**src/rtl/htd_pkg.sv**
```systemverilog
// ----------------------------------------------------------------------------
// htd_pkg
// Shared types, widths and helpers of the Huffman tree bit decoder.
// ----------------------------------------------------------------------------
`default_nettype none

package htd_pkg;

  // fixed field widths
  localparam int unsigned IDX_W     = 9;
  localparam int unsigned IN_SYM_W  = 8;
  localparam int unsigned OUT_SYM_W = 8;

  // item operation codes
  typedef enum logic {
    OP_WRITE  = 1'b0,
    OP_DECODE = 1'b1
  } op_e;

  // node memory control, one write and one read port
  typedef struct packed {
    logic             wr_en;
    logic [IDX_W-1:0] wr_idx;
    logic             rd_en;
    logic [IDX_W-1:0] rd_idx;
  } mem_ctl_t;

  // true when a node index addresses an existing entry
  function automatic logic idx_in_range(logic [IDX_W-1:0] idx, int unsigned count);
    return 32'(idx) < count;
  endfunction

endpackage

`default_nettype wire

```
**src/rtl/htd_out_fifo.sv**
```systemverilog
// ----------------------------------------------------------------------------
// htd_out_fifo
// Two-entry result queue between the tree walker and the output channel.
// ----------------------------------------------------------------------------
`default_nettype none

module htd_out_fifo (
  input  wire logic                           clk_i,
  input  wire logic                           rst_ni,
  input  wire logic                           push_i,
  input  wire logic [htd_pkg::OUT_SYM_W-1:0]  push_data_i,
  input  wire logic                           pop_i,
  output logic                                valid_o,
  output logic                                full_o,
  output logic      [htd_pkg::OUT_SYM_W-1:0]  data_o
);
  import htd_pkg::*;

  logic [OUT_SYM_W-1:0] entry_q [2];
  logic                 wr_ptr_q, wr_ptr_d;
  logic                 rd_ptr_q, rd_ptr_d;
  logic [1:0]           count_q, count_d;

  // pointer and fill update
  always_comb begin
    wr_ptr_d = wr_ptr_q;
    rd_ptr_d = rd_ptr_q;
    count_d  = count_q;
    if (push_i) begin
      wr_ptr_d = !wr_ptr_q;
    end
    if (pop_i) begin
      rd_ptr_d = !rd_ptr_q;
    end
    unique case ({push_i, pop_i})
      2'b10:   count_d = count_q + 2'd1;
      2'b01:   count_d = count_q - 2'd1;
      default: count_d = count_q;
    endcase
  end

  always_ff @(posedge clk_i or negedge rst_ni) begin
    if (!rst_ni) begin
      wr_ptr_q <= 1'b0;
      rd_ptr_q <= 1'b0;
      count_q  <= 2'd0;
    end else begin
      wr_ptr_q <= wr_ptr_d;
      rd_ptr_q <= rd_ptr_d;
      count_q  <= count_d;
    end
  end

  // entry storage
  always_ff @(posedge clk_i) begin
    if (push_i) begin
      entry_q[wr_ptr_q] <= push_data_i;
    end
  end

  assign valid_o = (count_q != 2'd0);
  assign full_o  = (count_q == 2'd2);
  assign data_o  = entry_q[rd_ptr_q];

endmodule

`default_nettype wire

```
**config.mk**
```make
export PLATFORM = sky130hd
export DESIGN_NAME = htd_out_fifo
export DESIGN_NICKNAME = d
export VERILOG_FILES = /design/src/rtl/htd_pkg.sv /design/src/rtl/htd_out_fifo.sv
export SDC_FILE = /design/constraint.sdc
export NUM_CORES = 1
export LEC_CHECK = 0
export ABC_AREA = 0
export CAP_MARGIN = 20
export CORE_MARGIN = 5
export CORE_UTILIZATION = 40
export CTS_CLUSTER_DIAMETER = 30
export DETAILED_ROUTE_END_ITERATION = 12
export DONT_BUFFER_PORTS = 1
export PLACE_DENSITY_LB_ADDON = 0.3
export SETUP_SLACK_MARGIN = 0.15
export SLEW_MARGIN = 10
export SYNTH_ARGS = -nofsm -noshare
export SYNTH_HDL_FRONTEND = slang
export SYNTH_SLANG_ARGS = --single-unit
```
**constraint.sdc**
```tcl
create_clock -name clk_i -period 1.4 [get_ports clk_i]
set_input_delay 0.35 -clock clk_i [delete_from_list [all_inputs] [get_ports clk_i]]
set_output_delay 0.35 -clock clk_i [all_outputs]
set_load 0.005 [all_outputs]
```
* Word-level counts from Yosys, hierarchy flattened *
Memory sizes are Yosys's and may differ from the RTL's.
Index checks and enable logic that the tools add are counted.

storage, ports and cells
  register bits after elaboration = 4
  RAM bits = 16
  input port bits = 12
  output and inout port bits = 10
  logic and storage cells = 16
  memories = 1

cells by class
  add/sub/neg operators = 2
  equality and inequality tests = 3
  muxes and demuxes = 3
  reductions and logical operators = 4

memory list
  name     depth  bits a word  rd ports  clocked after Yosys merged registers in  write ports  line                text
  entry_q  2      8            1         0                                        1            htd_out_fifo.sv:19  logic [OUT_SYM_W-1:0] entry_q [2];

operators with widths
  cell                 number
  $eq 2x2->1 const B   2
  $pmux 2 s2           1
  $reduce_bool 2->1    2
  $add 2x1->2 const B  1
  $eq 2x1->1 const B   1
  $logic_not 1->1      2
  $mux 1               2
  $sub 2x1->2 const B  1

* Depth between registers and ports, before layout *
Gate-level depths: netlist of run 1.

  depth after elaboration = 2
  mapped depth = 5
  gate-level depth less buffers = 5

* Worst setup path after synthesis of run 1 *
Ideal clock, no wire load.

  kind = register -> output
  from = register rd_ptr_q
  to = output data_o[0] in the netlist's numbering
  data arrival time = 0.837 ns
  data required time = 1.050 ns
  slack = 0.213 ns
  stages on the path, launching flop included = 3
  buffers on the path = 1
  cell sequence = dfrtp_1 buf_2 mux2_2

between the ends
  word-level cells in the longest chain between the ends = 1

ends and longest elaborated chain
  item                    line                text
  from (decl)             htd_out_fifo.sv:21  logic rd_ptr_q, rd_ptr_d;
  from (signal assigned)  htd_out_fifo.sv:49  rd_ptr_q <= rd_ptr_d;
  $mem_v2 2x8             --
  to (decl)               htd_out_fifo.sv:15  output logic [htd_pkg::OUT_SYM_W-1:0] data_o

No other way between the ends.

* Worst setup path in the final report of run 1 *
  from = register rd_ptr_q
  to = output data_o[6] in the netlist's numbering

The elaborated chain is that of the path after synthesis.

==> impl_metrics.ini, run 1 <==
[status]
outcome = complete, but fails checks
violations = negative setup slack

[detailed_routing]
drt-initial-drc-count = 2
final_antenna_net_count = 0
remaining_drc_errors = 0
routed_wl_mm = 1.35
routedWlPerCell_um = 17.3
via_count = 380
dr.pass1.iters = 3
viasPerCell = 4.87

[floorplan]
rows = 15
dieArea_um2 = 2890
die_height_um = 53.7
core-area_um2 = 1760
initial_core_util_pct = 43.3
io_pins = 22
die_width_um = 53.7

[cts]
clock_sinks = 20
clk_latency_ns = 0.29
cts_buffers = 3
cts_tree = built
cts_max_level = 1
root_buffer = clkbuf_4
clockBufferDepth = 2
clk_pin_slew_ns = 0.10

[synth]
synth_seq_area_share_pct = 75.9
syn_nets = 54
netlist_instances = 41
synth_area_leaders = edfxtp_1, dfrtp_1, mux2_2
yosysTopAreaCellShare_pct = 62.8
ys_warn_count = 0
syn_area_um2 = 764
ys_types = 12
syn_avg_cell_area_um2 = 18.6
synth_top_cell_by_area = edfxtp_1
ys_ff_latch = 20

[timing]
drv_slew = 0
postLayoutSetupSlackWorst_ns = -0.113
period_share_pct = 108
skew_ns = 0.00144
finalSetupTns_ns = -0.789
relSlewSlack_pct = 73.6
fmax_ghz = 0.661
setup-violations-final = 8
rsz0062_at_grt = true
finalHoldViolations = 0
period_needed_ns = 1.51
tightest_slew_ns = 0.396

[critical_path]
crit_path_cell_trace = buf_6, mux2_4
start_kind = flip-flop
arrival_ns = 1.16
crit_fanout = 5
worst-path-buf-inv = 1
r2r_end = count_q[1]
slowest_stage = dfrtp_2
crit_end = data_o[6]
worstSetupPathType = reg2out
cpPeakStageDelay_ns = 0.43
worst-path-stages = 2
crit_path_start = rd_ptr_q
r2r_start = count_q[0]
crit_required_ns = 1.05
critPathCaptureType = output port
reg2reg_depth = 5
rrSetupSlack_ns = 0.26
crit_family = flip-flops

[min_path]
hold_path.class = in2reg

[cells_and_area]
final_util_pct = 51.1
drive_above_1_share_pct = 41.5
area_growth_syn_to_layout_pct = 18.0
fin_nets = 67
n_antenna_cell = 0
instances_no_fill = 78

[pwr]
power.leakage_nw = 0.338
ir_worst_vdd_uv = 927
powerDensity_nw_per_um2 = 1930

[placement]
post-place-cells = 66
post-dp-hpwl_um = 956
numPortBuffers = 0
gp_congestion = 0.789

[run]
cap_violations = 0

[global_routing]
grt_usage_pct = 10.4
antenna_found_initial = 0
grt-ovfl-total = 0
grt_pass1_wl_mm = 2.01
grt_max_degree = 12
grt_pass1_vias = 430
stage by stage:
step	power (mW)	area (um^2)	hold slack (ns)	worst slack, ns
after global placement	1.26	798	0.0545	0.112
after CTS	1.71	883	0.125	-0.106
after global routing	1.85	902	0.114	-0.168
after detailed placement	1.29	798	0.0545	0.0876
after floorplan	1.20	764	0.0544	0.213
final	1.75	902	0.133	-0.113
how the worst min path moves through the flow:
stage                       from         end  slack [ns]  depth (start not counted)
after detailed placement  rst_ni    wr_ptr_q        0.05                          0
after global placement    rst_ni  count_q[1]        0.05                          0
final                     push_i    wr_ptr_q        0.13                          1
after CTS                  pop_i    rd_ptr_q        0.13                          1
after global routing      push_i    wr_ptr_q        0.11                          1
after floorplan           rst_ni  count_q[0]        0.05                          0
cells by family after synthesis:
family / Yosys count / share of synthesized area, %
xor+xnor: 5 / 5.73
fa+ha+maj: 1 / 1.64
buf+inv: 2 / 1.14
flops: 20 / 75.9
mux: 8 / 11.8
simple gates: 5 / 3.77
flip-flops by register name, summed over array words and instances, names as in the netlist:
signal	flops
wr_ptr_q	1
count_q	2
rd_ptr_q	1
entry_q	16
placed cells by master (no fill, tap or decap), drive strengths merged:
| master | count |
|---|---|
| and2 | 1 |
| and2b | 1 |
| buf | 8 |
| clkbuf | 3 |
| clkinv | 1 |
| dfrtp | 4 |
| dlygate4sd3 | 1 |
| edfxtp | 16 |
| ha | 1 |
| inv | 1 |
| mux2 | 8 |
| nor2 | 2 |
| or2 | 1 |
| xnor2 | 2 |
| xor2 | 3 |
layout make-up:
cell class / instances / area (um^2)
Clock buffer: 3 / 22.5
Clock inverter: 1 / 3.75
Tap cell: 25 / 31.3
Sequential cell: 20 / 582
Fill cell: 160 / 862
Timing Repair Buffer: 9 / 77.6
Inverter: 1 / 3.75
Multi-Input combinational cell: 19 / 181
power by group:
part | switching (mW) | internal (mW) | leakage (nW)
Clock | 0.161 | 0.104 | 0.0154
Sequential | 0.0713 | 0.812 | 0.196
Combinational | 0.247 | 0.351 | 0.126
Total | 0.479 | 1.27 | 0.338
repair_timing:
action | in CTS | in global routing
resized for setup | 5 | 1
setup endpoints to repair | 10 | 10
buffers inserted | 5 | 2
pin swaps | 1 | 0
hold endpoints to repair | 4 | 0
hold buffers | 1 | 0
routing by layer:
metal	share of wire, %	global-route usage, %
met5	0	0
met4	0	3.83
met3	12	4.71
met2	54	19.8
met1	34	9.29
Yosys cell counts, drive strengths merged:
cell / number
and2b: 1
and2: 1
edfxtp: 16
xnor2: 2
inv: 1
or2: 1
ha: 1
dfrtp: 4
nor2: 2
xor2: 3
mux2: 8
buf: 1
No activity file was read; power rests on OpenSTA's default activity.
==> run 2: changes to the inputs <==
--- a/config.mk
+++ b/config.mk
@@ -12,7 +12,7 @@
 export CTS_CLUSTER_DIAMETER = 30
 export DETAILED_ROUTE_END_ITERATION = 12
 export DONT_BUFFER_PORTS = 1
-export PLACE_DENSITY_LB_ADDON = 0.3
+export REMOVE_ABC_BUFFERS = 1
 export SETUP_SLACK_MARGIN = 0.15
 export SLEW_MARGIN = 10
 export SYNTH_ARGS = -nofsm -noshare
==> run 2 against run 1 <==
Effect of this change:
- the flow still finishes with violations (negative setup slack)
- first-iteration DRC count increased by 50%
- core utilization unchanged
- worst hold slack improved by 0.0054 ns
- design area unchanged
- clock power about the same
- register-to-register slack improved by 0.05 ns
- sequential power about the same
- critical path depth unchanged
- non-clock buffer count unchanged
- die area unchanged
- setup slack improved by 0.022 ns
- largest cell class unchanged
- highest routed layer unchanged
==> impl_metrics.ini, run 2 (synthesized netlist as in run 1, its figures left out) <==
[timing]
relSlewSlack_pct = 73.8
tightest_slew_ns = 0.393
finalHoldViolations = 0
period_share_pct = 106
rsz0062_at_grt = true
setup-violations-final = 8
drv_slew = 0
skew_ns = 0.00656
period_needed_ns = 1.49
fmax_ghz = 0.671
whs_ns = 0.138
postLayoutSetupSlackWorst_ns = -0.0908

[status]
outcome = complete, but fails checks
violations = negative setup slack

[cells_and_area]
area_growth_syn_to_layout_pct = 18.0
design_area_um2 = 902
drive_above_1_share_pct = 41.5
most-common-layout-cells = edfxtp_1, mux2_2, buf_4
top_regs = entry_q (16), count_q (2)
largest-register = entry_q
n_antenna_cell = 0
largest_register_ffs = 16
fill_cells = 165
layout_commonest_cell = edfxtp_1
fin_nets = 67
instances_no_fill = 78

[global_routing]
grt_pass1_vias = 409
grt_max_degree = 12
grt_usage_pct = 9.94
antenna_found_initial = 0
grt-ovfl-total = 0
grt_pass1_wl_mm = 2.01

[cts]
root_buffer = clkbuf_4
clock_sinks = 20
cts_max_level = 1
clk_latency_ns = 0.29
clk_pin_slew_ns = 0.10
cts_buffers = 3
cts_tree = built
clockBufferDepth = 2

[critical_path]
crit_required_ns = 1.05
arrival_ns = 1.14
start_kind = flip-flop
reg2reg_depth = 1
worstSetupPathType = reg2out
critPathCaptureType = output port
crit_fanout = 5

[placement]
post-dp-hpwl_um = 874
dpl_cell_area_um2 = 806
post-place-cells = 67
numPortBuffers = 0
gp_congestion = 0.772

[detailed_routing]
drt-initial-drc-count = 3
via_count = 367
final_antenna_net_count = 0
routedWlPerCell_um = 15.9
viasPerCell = 4.71
dr.pass1.iters = 2
remaining_drc_errors = 0
routed_wl_mm = 1.24

[pwr]
power.leakage_nw = 0.338
power_mw = 1.73
powerDensity_nw_per_um2 = 1920
ir_worst_vdd_uv = 1070

[floorplan]
dieArea_um2 = 2890
io_pins = 22
rows = 15
die_height_um = 53.7
core-area_um2 = 1760
initial_core_util_pct = 43.3
die_width_um = 53.7

[run]
cap_violations = 0

[min_path]
hold_path.class = in2reg
hold_depth = 1
## run 2: cell count changes in the layout (fill, tap and decap cells not counted), sizes merged
cell and change:
clkinv -1, clkbuf +1
## run 2: critical path, stage by stage, from the launching register on
cell and delay, ns:
dfrtp_2 0.39, buf_6 0.12, mux2_2 0.35
## run 2: repair_timing
| item | CTS | global route |
|---|---|---|
| setup buffers | 6 | 0 |
| hold buffers | 1 | 0 |
| gates resized for setup | 4 | 2 |
| endpoints found under the hold margin | 4 | 0 |
| endpoints found under the setup margin | 10 | 10 |
## run 2: report_power, final
| part | internal (mW) | switching [mW] | total [mW] |
|---|---|---|---|
| registers | 0.811 | 0.0712 | 0.883 |
| logic | 0.343 | 0.238 | 0.581 |
| clock network | 0.111 | 0.154 | 0.265 |
| total | 1.26 | 0.464 | 1.73 |
## run 2: area by class of cell
| class | count | area, um^2 | area share [%] |
|---|---|---|---|
| tap | 25 | 31.3 | 3.47 |
| inverter | 1 | 3.75 | 0.416 |
| timing repair buffer | 9 | 77.6 | 8.60 |
| clock buffer | 4 | 26.3 | 2.91 |
| multi-input combinational | 19 | 181 | 20.1 |
| sequential | 20 | 582 | 64.5 |
## run 2: worst paths after layout
path / start / slack [ns] / end
worst max-delay path: rd_ptr_q / -0.09 / data_o[6]
worst min register to register: wr_ptr_q / 0.49 / wr_ptr_q
max in group asynchronous: rst_ni / 0.88 / rd_ptr_q
min in group asynchronous: rst_ni / 0.33 / count_q[0]
worst min-delay path: push_i / 0.14 / wr_ptr_q
worst max register to register: wr_ptr_q / 0.31 / entry_q[1][4]
## run 2: per-stage QoR
stage	setup slack, ns	utilization, %	TNS (ns)
after global routing	-0.147	51.1	-1.11
after global placement	0.0976	45.7	0
after floorplan	0.193	-	0
after CTS	-0.0998	50.7	-0.724
after detailed placement	0.0871	45.7	0
final	-0.0908	51.1	-0.691
## run 2: per-layer routing
layer | vias to the layer above | GRT usage [%] | wire, um
met4 | 0 | 2.55 | 0
li1 | 171 | - | -
met5 | - | 0 | 0
met3 | 0 | 4.71 | 131
met1 | 184 | 9.98 | 413
met2 | 12 | 18.1 | 696
